===== config.mk =====
export PLATFORM = sky130hd
export DESIGN_NAME = motion_gated_temporal_min_select
export DESIGN_NICKNAME = d
export VERILOG_FILES = /design/src/rtl/mgtms_pkg.sv /design/src/rtl/mgtms_prep.sv /design/src/rtl/mgtms_select.sv /design/src/rtl/motion_gated_temporal_min_select.sv
export SDC_FILE = /design/constraint.sdc
export NUM_CORES = 2
export LEC_CHECK = 0
export BUFFER_PORTS_ARGS = -buffer_cell sky130_fd_sc_hd__buf_2
export CAP_MARGIN = 40
export CORE_ASPECT_RATIO = 1.75
export CORE_MARGIN = 3
export CORE_UTILIZATION = 38
export DETAILED_ROUTE_END_ITERATION = 6
export PLACE_DENSITY = 0.54
export REMOVE_ABC_BUFFERS = 1
export SETUP_SLACK_MARGIN = 0.1
export SLEW_MARGIN = 10
export SYNTH_ARGS = -nofsm -noshare
export SYNTH_HDL_FRONTEND = slang
export SYNTH_SLANG_ARGS = --single-unit

===== constraint.sdc =====
create_clock -name clock -period 8.12 [get_ports clock]
set_clock_uncertainty 0.1 [all_clocks]
set_input_delay 0.406 -clock clock [delete_from_list [all_inputs] [get_ports clock]]
set_output_delay 0.406 -clock clock [all_outputs]
set_load 0.005 [all_outputs]

===== src/rtl/mgtms_pkg.sv =====
// Shared types and constants for the motion gated temporal minimum select block.
// Used by every module under rtl/; depends on nothing else.
package mgtms_pkg;

   // Default run length limit; frame index saturates at MaxFramesDefault - 1
   localparam int unsigned MaxFramesDefault = 16;

   // Still threshold after reset: 0.01 in Q16.16 (0.1 pixel, squared)
   localparam logic [31:0] ThresholdReset = 32'd655;

   // Width of the chosen_frame result field
   localparam int unsigned IndexW = 4;

   // Gray conversion: (1868*B + 9617*G + 4899*R + 8192) >> 14
   localparam int unsigned GraySumW = 22;
   localparam logic [GraySumW-1:0] CoefBlue  = 22'd1868;
   localparam logic [GraySumW-1:0] CoefGreen = 22'd9617;
   localparam logic [GraySumW-1:0] CoefRed   = 22'd4899;
   localparam logic [GraySumW-1:0] GrayRound = 22'd8192;

   // One pixel color
   typedef struct packed {
      logic [7:0] red;
      logic [7:0] green;
      logic [7:0] blue;
   } colour_type;

   // Word handed from the prep stage to the select stage
   typedef struct packed {
      logic       last;
      logic [7:0] gray;
      logic [30:0] sq_x;
      logic [30:0] sq_y;
      colour_type colour;
   } s1_word_type;

endpackage


===== src/rtl/mgtms_prep.sv =====
// Input register and first pipeline stage: flow squares and gray value.
// Depends on mgtms_pkg.
module mgtms_prep (
   input  logic                     clock,
   input  logic                     reset,
   input  logic                     adv,
   input  logic                     req_valid,
   input  logic [7:0]               req_blue,
   input  logic [7:0]               req_green,
   input  logic [7:0]               req_red,
   input  logic signed [15:0]       req_flow_x,
   input  logic signed [15:0]       req_flow_y,
   input  logic                     req_last_frame,
   output logic                     s1_vld,
   output mgtms_pkg::s1_word_type   s1_word
);

   logic                      in_vld_ff;
   mgtms_pkg::colour_type     in_colour_ff;
   logic signed [15:0]        in_fx_ff;
   logic signed [15:0]        in_fy_ff;
   logic                      in_last_ff;

   logic signed [31:0]        prod_x;
   logic signed [31:0]        prod_y;
   logic [mgtms_pkg::GraySumW-1:0] gray_sum;
   mgtms_pkg::s1_word_type    s1_in;

   logic                      s1_vld_ff;
   mgtms_pkg::s1_word_type    s1_word_ff;

   // Input register valid
   always_ff @(posedge clock) begin
      if (reset) begin
         in_vld_ff <= 1'b0;
      end else if (adv) begin
         in_vld_ff <= req_valid;
      end
   end

   // Input register payload, loaded on each accepted word
   always_ff @(posedge clock) begin
      if (adv && req_valid) begin
         in_colour_ff.blue  <= req_blue;
         in_colour_ff.green <= req_green;
         in_colour_ff.red   <= req_red;
         in_fx_ff           <= req_flow_x;
         in_fy_ff           <= req_flow_y;
         in_last_ff         <= req_last_frame;
      end
   end

   // Squared flow components and gray conversion
   always_comb begin
      prod_x   = in_fx_ff * in_fx_ff;
      prod_y   = in_fy_ff * in_fy_ff;
      gray_sum = mgtms_pkg::GraySumW'(in_colour_ff.blue)  * mgtms_pkg::CoefBlue
               + mgtms_pkg::GraySumW'(in_colour_ff.green) * mgtms_pkg::CoefGreen
               + mgtms_pkg::GraySumW'(in_colour_ff.red)   * mgtms_pkg::CoefRed
               + mgtms_pkg::GrayRound;
      s1_in.last   = in_last_ff;
      s1_in.gray   = gray_sum[21:14];
      // squares are never negative and stay below 2^31
      s1_in.sq_x   = prod_x[30:0];
      s1_in.sq_y   = prod_y[30:0];
      s1_in.colour = in_colour_ff;
   end

   // Stage 1 register
   always_ff @(posedge clock) begin
      if (reset) begin
         s1_vld_ff <= 1'b0;
      end else if (adv) begin
         s1_vld_ff <= in_vld_ff;
      end
   end

   always_ff @(posedge clock) begin
      if (adv && in_vld_ff) begin
         s1_word_ff <= s1_in;
      end
   end

   assign s1_vld  = s1_vld_ff;
   assign s1_word = s1_word_ff;

endmodule


===== src/rtl/mgtms_select.sv =====
// Second stage: still test, running minimum, frame selection and result register.
// Depends on mgtms_pkg.
module mgtms_select #(
   parameter int unsigned MAX_FRAMES = mgtms_pkg::MaxFramesDefault
) (
   input  logic                     clock,
   input  logic                     reset,
   input  logic                     adv,
   input  logic                     s1_vld,
   input  mgtms_pkg::s1_word_type   s1_word,
   input  logic [31:0]              threshold,
   output logic                     rsp_valid,
   output logic [7:0]               rsp_out_blue,
   output logic [7:0]               rsp_out_green,
   output logic [7:0]               rsp_out_red,
   output logic [mgtms_pkg::IndexW-1:0] rsp_chosen_frame
);

   localparam int unsigned CntW = (MAX_FRAMES > 1) ? $clog2(MAX_FRAMES) : 1;
   localparam logic [CntW-1:0] CntLast = CntW'(MAX_FRAMES - 1);

   logic [CntW-1:0]           cnt_ff,     cnt_in;
   logic [7:0]                min_ff,     min_in;
   logic [CntW-1:0]           sel_idx_ff, sel_idx_in;
   mgtms_pkg::colour_type     ref_col_ff, ref_col_in;
   mgtms_pkg::colour_type     sel_col_ff, sel_col_in;

   logic                      rsp_valid_ff;
   mgtms_pkg::colour_type     out_col_ff;
   logic [CntW-1:0]           out_idx_ff;
   logic [CntW+mgtms_pkg::IndexW-1:0] idx_ext;

   logic [31:0]               mag;
   logic                      still;

   // Squared flow magnitude against the still threshold (equal counts as moving)
   assign mag   = {1'b0, s1_word.sq_x} + {1'b0, s1_word.sq_y};
   assign still = (mag < threshold);

   // Next state for the current frame
   always_comb begin
      min_in     = min_ff;
      sel_idx_in = sel_idx_ff;
      ref_col_in = ref_col_ff;
      sel_col_in = sel_col_ff;
      if (cnt_ff == '0) begin
         // first frame of a run seeds everything
         min_in     = s1_word.gray;
         sel_idx_in = '0;
         ref_col_in = s1_word.colour;
         sel_col_in = s1_word.colour;
      end else if (still) begin
         if (s1_word.gray < min_ff) begin
            min_in     = s1_word.gray;
            sel_idx_in = cnt_ff;
            sel_col_in = s1_word.colour;
         end
      end else begin
         // motion: fall back to frame 0
         sel_idx_in = '0;
         sel_col_in = ref_col_ff;
      end

      if (s1_word.last) begin
         cnt_in = '0;
      end else if (cnt_ff == CntLast) begin
         cnt_in = cnt_ff;
      end else begin
         cnt_in = cnt_ff + 1'b1;
      end
   end

   // Frame counter
   always_ff @(posedge clock) begin
      if (reset) begin
         cnt_ff <= '0;
      end else if (adv && s1_vld) begin
         cnt_ff <= cnt_in;
      end
   end

   // Run state; only read after the first frame of a run has written it
   always_ff @(posedge clock) begin
      if (adv && s1_vld) begin
         min_ff     <= min_in;
         sel_idx_ff <= sel_idx_in;
         ref_col_ff <= ref_col_in;
         sel_col_ff <= sel_col_in;
      end
   end

   // Result register
   always_ff @(posedge clock) begin
      if (reset) begin
         rsp_valid_ff <= 1'b0;
      end else if (adv) begin
         rsp_valid_ff <= s1_vld && s1_word.last;
      end
   end

   always_ff @(posedge clock) begin
      if (adv && s1_vld && s1_word.last) begin
         out_col_ff <= sel_col_in;
         out_idx_ff <= sel_idx_in;
      end
   end

   // Result index is the low bits of the frame index
   assign idx_ext          = {{mgtms_pkg::IndexW{1'b0}}, out_idx_ff};
   assign rsp_valid        = rsp_valid_ff;
   assign rsp_out_blue     = out_col_ff.blue;
   assign rsp_out_green    = out_col_ff.green;
   assign rsp_out_red      = out_col_ff.red;
   assign rsp_chosen_frame = idx_ext[mgtms_pkg::IndexW-1:0];

endmodule


===== src/rtl/motion_gated_temporal_min_select.sv =====
// Top level of the motion gated temporal minimum select block.
// Depends on mgtms_pkg, mgtms_prep and mgtms_select.
//
// Usage:
//   req_*  : one word per frame of a pixel position, in frame order: BGR color,
//            signed Q8.8 flow, and req_last_frame on the final frame of the run.
//   rsp_*  : one word per run, sent after the word marked last: the color and
//            index of the selected frame.
//   csr_*  : write of the still threshold (squared flow, Q16.16). csr_ready is
//            always high; write only while no words are in flight.
// Pipeline: the last word of a run passes the input register, the square/gray
//   stage and the select stage before its result appears in rsp_valid.
// Throughput: one word per cycle; the pipeline is three registers deep and a
//   new word enters every cycle while the result register can move.
// Stall: when rsp_valid is high and rsp_ready low the whole pipeline holds and
//   req_ready drops; it rises again in the cycle the result is taken.
// Reset: synchronous, active high. Clears the pipeline, starts a new run at
//   frame 0 and restores the threshold to 0.01 (655).
module motion_gated_temporal_min_select #(
   parameter int unsigned MAX_FRAMES = mgtms_pkg::MaxFramesDefault
) (
   input  logic                     clock,
   input  logic                     reset,
   // input channel
   input  logic                     req_valid,
   output logic                     req_ready,
   input  logic [7:0]               req_blue,
   input  logic [7:0]               req_green,
   input  logic [7:0]               req_red,
   input  logic signed [15:0]       req_flow_x,
   input  logic signed [15:0]       req_flow_y,
   input  logic                     req_last_frame,
   // result channel
   output logic                     rsp_valid,
   input  logic                     rsp_ready,
   output logic [7:0]               rsp_out_blue,
   output logic [7:0]               rsp_out_green,
   output logic [7:0]               rsp_out_red,
   output logic [mgtms_pkg::IndexW-1:0] rsp_chosen_frame,
   // configuration
   input  logic                     csr_valid,
   output logic                     csr_ready,
   input  logic [31:0]              csr_still_threshold_sq
);

   logic                     adv;
   logic                     s1_vld;
   mgtms_pkg::s1_word_type   s1_word;
   logic [31:0]              thr_ff;

   // Pipeline moves whenever the result register is empty or being taken
   assign adv       = !rsp_valid || rsp_ready;
   assign req_ready = adv;
   assign csr_ready = 1'b1;

   // Still threshold register
   always_ff @(posedge clock) begin
      if (reset) begin
         thr_ff <= mgtms_pkg::ThresholdReset;
      end else if (csr_valid) begin
         thr_ff <= csr_still_threshold_sq;
      end
   end

   mgtms_prep u_prep (
      .clock          (clock),
      .reset          (reset),
      .adv            (adv),
      .req_valid      (req_valid),
      .req_blue       (req_blue),
      .req_green      (req_green),
      .req_red        (req_red),
      .req_flow_x     (req_flow_x),
      .req_flow_y     (req_flow_y),
      .req_last_frame (req_last_frame),
      .s1_vld         (s1_vld),
      .s1_word        (s1_word)
   );

   mgtms_select #(
      .MAX_FRAMES (MAX_FRAMES)
   ) u_select (
      .clock            (clock),
      .reset            (reset),
      .adv              (adv),
      .s1_vld           (s1_vld),
      .s1_word          (s1_word),
      .threshold        (thr_ff),
      .rsp_valid        (rsp_valid),
      .rsp_out_blue     (rsp_out_blue),
      .rsp_out_green    (rsp_out_green),
      .rsp_out_red      (rsp_out_red),
      .rsp_chosen_frame (rsp_chosen_frame)
   );

endmodule


### Word level (Yosys, flattened, before mapping)

Cells that the tools add are included.

* register bits after elaboration: 279
* word-level logic and storage cells: 68

* add/sub/neg operators: 5
* multipliers: 5
* order comparisons: 2
* equal/unequal tests: 2
* mux-type cells: 11
* reduce and logical (&&, ||, !) cells: 13

Operator list (number)
* $mux 24: 3
* $mul 16x16->31: 2
* $add 31x31->32: 1
* $lt 32x32->1: 1
* $mux 8: 3
* $add 19x22->22: 1
* $add 22x14->22 const B: 1
* $add 22x21->22: 1
* $mul 8x14->22 const B: 1
* $mul 8x13->21 const B: 1
* $mux 4: 5
* $mul 8x9->17 const B: 1
* $lt 8x8->1: 1
* $logic_and 1x1->1: 5
* $add 4x1->4 const B: 1
* $eq 4x4->1 const B: 1
* $logic_not 4->1: 1
* $reduce_and 2->1: 2
* $reduce_bool 2->1: 2
* $reduce_and 3->1: 1
* $ne 2x2->1 const B: 1
* $logic_not 1->1: 1
* $logic_or 1x1->1: 1

### Longest topological paths before layout

* depth after elaboration: 4
* depth in mapped cells: 29

### By module

A second synthesis with hierarchy kept.

* cells, all modules: 3360
* area, all modules: 34642.0 sq um

Modules (own cells, without submodules)
* mgtms_prep: instances 1, cells each 2615, area an instance 27009.7 sq um, seq. area each 4544.4 sq um
* mgtms_select: instances 1, cells each 639, area an instance 6446.2 sq um, seq. area each 2742.6 sq um
* motion_gated_temporal_min_select: instances 1, cells each 106, area an instance 1186.1 sq um, seq. area each 640.6 sq um

### Worst setup path after synthesis

Ideal clock, no wire load.

* path kind: register to register
* start point: register u_prep.in_colour_ff[5] (netlist bit)
* end point: register u_prep.s1_word_ff, in the netlist u_prep.s1_word[92], data pin
* library setup time: 0.258 ns
* arrival time: 6.931 ns
* data required time: 7.762 ns
* setup slack: 0.832 ns
* stages on the path, launching flop included: 30
* clock period less this slack: 7.288 ns
* cells stage by stage: edfxtp_1 > ha_1 > ha_1 > inv_1 > fa_1 > fa_1 > inv_1 > ha_1 > a31oi_1 > nor2b_1 > o21ai_0 > a21boi_0 > o21ai_0 > and2_1 > xnor2_1 > ha_1 > ha_1 > fa_1 > inv_1 > fa_1 > inv_1 > fa_1 > ha_1 > a21o_1 > a21oi_1 > o221ai_1 > a41o_1 > o21a_1 > nor2_1 > xnor2_1

* longest elaborated chain between the ends: 4

RTL lines
* from (decl): line mgtms_prep.sv:19 `mgtms_pkg::colour_type in_colour_ff;`
* $mul 8x9->17: line mgtms_prep.sv:57 `gray_sum = mgtms_pkg::GraySumW'(in_colour_ff.blue) * mgtms_pkg::CoefBlue`
* $add 19x22->22: line mgtms_prep.sv:58 `+ mgtms_pkg::GraySumW'(in_colour_ff.green) * mgtms_pkg::CoefGreen`
* $add 22x21->22: line mgtms_prep.sv:59 `+ mgtms_pkg::GraySumW'(in_colour_ff.red) * mgtms_pkg::CoefRed`
* $add 22x14->22: line mgtms_prep.sv:60 `+ mgtms_pkg::GrayRound;`
* named net u_prep.gray_sum, one bit: line mgtms_prep.sv:26 `logic [mgtms_pkg::GraySumW-1:0] gray_sum;`
* to (signal assigned): line mgtms_prep.sv:80 `s1_word_ff <= s1_in;`
* to (decl): line mgtms_prep.sv:30 `mgtms_pkg::s1_word_type s1_word_ff;`

The timed path passes the listed nets, and every way through them passes these cells.
A chain may end at the register's enable or synchronous reset.

### Final worst setup path

* start point: register u_prep.in_colour_ff[6] (netlist bit)
* end point: register u_prep.s1_word_ff, in the netlist u_prep.s1_word[92], data pin

The elaborated chain is that of the path after synthesis.

==> impl_metrics.ini <==
[timing]
hold_violations = 0
period_share_pct = 94.09
holdWs_ns = 0.05253
setup_violations = 0
fmaxAchievable_mhz = 130.9
slew_violations = 0
timing.final.ws_setup_ns = 0.4799
worst_pin_slew_ns = 0.8884
tns_ns = 0
min_period_ns = 7.640
rsz0062_at_grt = false
slew_headroom_pct = 40.27

[critical_path]
cp_data_required_time_ns = 8.35
worstSetupPathType = reg2reg
slowest_delay_ns = 0.53
path_max_fanout = 4
cpMaxStageDelayCell = fa_1
cp.arrival_ns = 7.87
r2r-start = u_prep.in_colour_ff[6]
reg2reg_slack_ns = 0.48
cp-start-kind = register
rr_worst_depth = 29
cp-end-kind = register
crit_top_cell = ha_1
r2r_end = u_prep.s1_word[92]

[layout]
mostFrequentLayoutCell = inv_1
final_cell_mix = inv_1, fa_1, ha_1
drive_above_1_share_pct = 7.067
area_growth_pct = 12.05
final_cells = 4571
final_nets = 4409
nFillCells = 8614

[synthesis]
synth_top_area_cell = fa_1
yosysSeqAreaShare_pct = 23.58
async_flop_share_pct = 0
syn-cell-area_mm2 = 0.03362
synth_ff_type = edfxtp_1
synth_top_area_share_pct = 32.92
synth_edf_count = 238
syn_inst = 3172
yosysUniqueCellTypes = 73
synth-seq-cells = 277
syn_avg_cell_area_um2 = 10.60
yosysWarnings = 0
synth.area.top_cells = fa_1, edfxtp_1, ha_1

[die]
dieHeight_um = 399.5
start_util_pct = 38.51
io_pins = 125
coreArea_mm2 = 0.08731
die_w_um = 230.9
rows = 143
dieArea_mm2 = 0.09223

[placement]
dpl.hpwl_mm = 66.16
place_congestion = 0.8379
place.port_buffers = 123
dpl.cell_count = 4424
dpl_worst_slack_ns = 0.2941

[clock_network]
cts_buffer_depth = 3
cts_tree = yes
htreeDepth = 2
clk_latency_ns = 0.58
cts_made_buffers = 34
cts.clk_slew.worst_paths_ns = 0.06
clock-root-buffer = clkbuf_16
clkSinkCount = 277

[min_path]
hold_start = csr_still_threshold_sq[22]
min_path_type = in2reg
worstHoldEndpoint = thr_ff[22]
hold_depth = 3

[grt]
overflow = 0
grt_pass1_vias = 24360
antenna_found_initial = 3
grt_use_total_pct = 18.20
grt_pass1_wl_mm = 129.1
grt_max_degree = 61

[detailed_routing]
drc = 0
postRouteAntennaNets = 0
drt_iter0_drc = 701
wl_mm = 80.90
routedWlPerCell_um = 17.70
drtPass1Iterations = 5
vias_per_cell = 4.743
vias = 21680

[flow_run]
cap_violations = 0

[outcome]
status = finished, final reports clean
cell usage after synthesis (5+ instances only):
library cell	count
inv_1	856
fa_1	553
ha_1	377
edfxtp_1	238
nand2_1	177
nor2_1	134
and2_1	106
xnor2_1	97
a21oi_1	80
clkbuf_1	58
a21o_1	55
mux2i_1	53
dfxtp_1	39
xor2_1	34
o21ai_0	31
nand2b_1	27
nor3_1	27
a22oi_1	24
nand3b_1	24
nand3_1	18
nor2b_1	15
o21a_1	15
and3_1	12
o21bai_1	11
nand4_1	10
a31oi_1	8
or2_2	8
o211ai_1	6
or3_1	5
registers in the layout, summed over array words and instances (netlist names):
register                   cells
u_prep.s1_word                93
u_select.sel_col_ff           24
u_select.rsp_chosen_frame      4
u_select.rsp_out_blue          8
u_select.rsp_out_red           8
u_select.min_ff                8
u_prep.in_last_ff              1
u_select.rsp_valid             1
u_prep.in_fx_ff               16
u_prep.s1_vld                  1
u_prep.in_colour_ff           24
u_select.ref_col_ff           24
u_select.sel_idx_ff            4
u_select.rsp_out_green         8
u_select.cnt_ff                4
thr_ff                        32
u_prep.in_vld_ff               1
u_prep.in_fy_ff               16
per-stage QoR:
stage	cell area [um^2]	util (%)
3_3_place_gp	35690	40.88
3_5_place_dp	35760	40.96
6_report	37680	43.15
4_1_cts	37640	43.10
2_1_floorplan	33370	-
5_1_grt	37670	43.15
metal layers:
metal  vias up  global-route usage, %  part of all wire [%]
met5         -                      0                     0
met4         0                  6.591                   3.9
met3       115                  1.966                   2.7
met2       309                  37.19                    58
met1     10960                  18.69                    35
li1      10290                      -                     -
logic make-up (layout without fill, tap and decap cells):
logic type,count (synthesis),after routing,share of synthesized area [%]
buf+inv,921,1159,10.33
simple gates,573,573,8.309
compound gates,284,284,5.768
mux,55,55,1.645
fa+ha+maj,930,930,46.95
flops,277,277,23.58
other cells,1,2,0.01115
xor+xnor,131,131,3.412
worst max-delay path: cells and delay by family (launching register included):
| kind | cells | cell delay (ns) |
|---|---|---|
| AO/OA/AOI/OAI | 9 | 1.88 |
| XOR/XNOR | 2 | 0.20 |
| adder cells (fa/ha/maj) | 11 | 4.26 |
| buffers and inverters | 4 | 0.19 |
| flip-flops | 1 | 0.44 |
| AND/OR/NAND/NOR | 3 | 0.35 |
worst max-delay path by stage:
stage,startpoint,end,slack (ns),cells after the start
final,u_prep.in_colour_ff[6],u_prep.s1_word[92],0.48,29
after global routing,u_prep.in_colour_ff[6],u_prep.s1_word[92],0.12,29
after CTS,u_prep.in_colour_ff[6],u_prep.s1_word[92],0.28,29
after detailed placement,u_prep.in_colour_ff[6],u_prep.s1_word[92],0.29,29
after global placement,u_prep.in_colour_ff[6],u_prep.s1_word[92],0.40,29
after floorplan,u_prep.s1_word[27],u_select.min_ff[0],0.76,20
cell type report:
| type | instances | area (um^2) | share of cell area (%) |
|---|---|---|---|
| clock buffers | 44 | 909.6 | 2.414 |
| multi-input cells | 1974 | 22260 | 59.07 |
| diodes | 1 | 2.502 | 0.006642 |
| flip-flops and latches | 277 | 7928 | 21.04 |
| inverters | 857 | 3217 | 8.538 |
| well taps | 1160 | 1451 | 3.852 |
| clock inverters | 17 | 152.6 | 0.4052 |
| repair buffers | 241 | 1759 | 4.669 |
what timing repair did:
item / 4_1_cts / 5_1_grt
endpoints found under the setup margin: 0 / 4
hold buffers: 81 / 0
endpoints found under the hold margin: 81 / 0
resized for setup: 0 / 1
setup buffers: 0 / 3
Power is left out: the tool's default activity adds up to more than one toggle a clock period on the data nets, which glitch-free logic cannot reach.
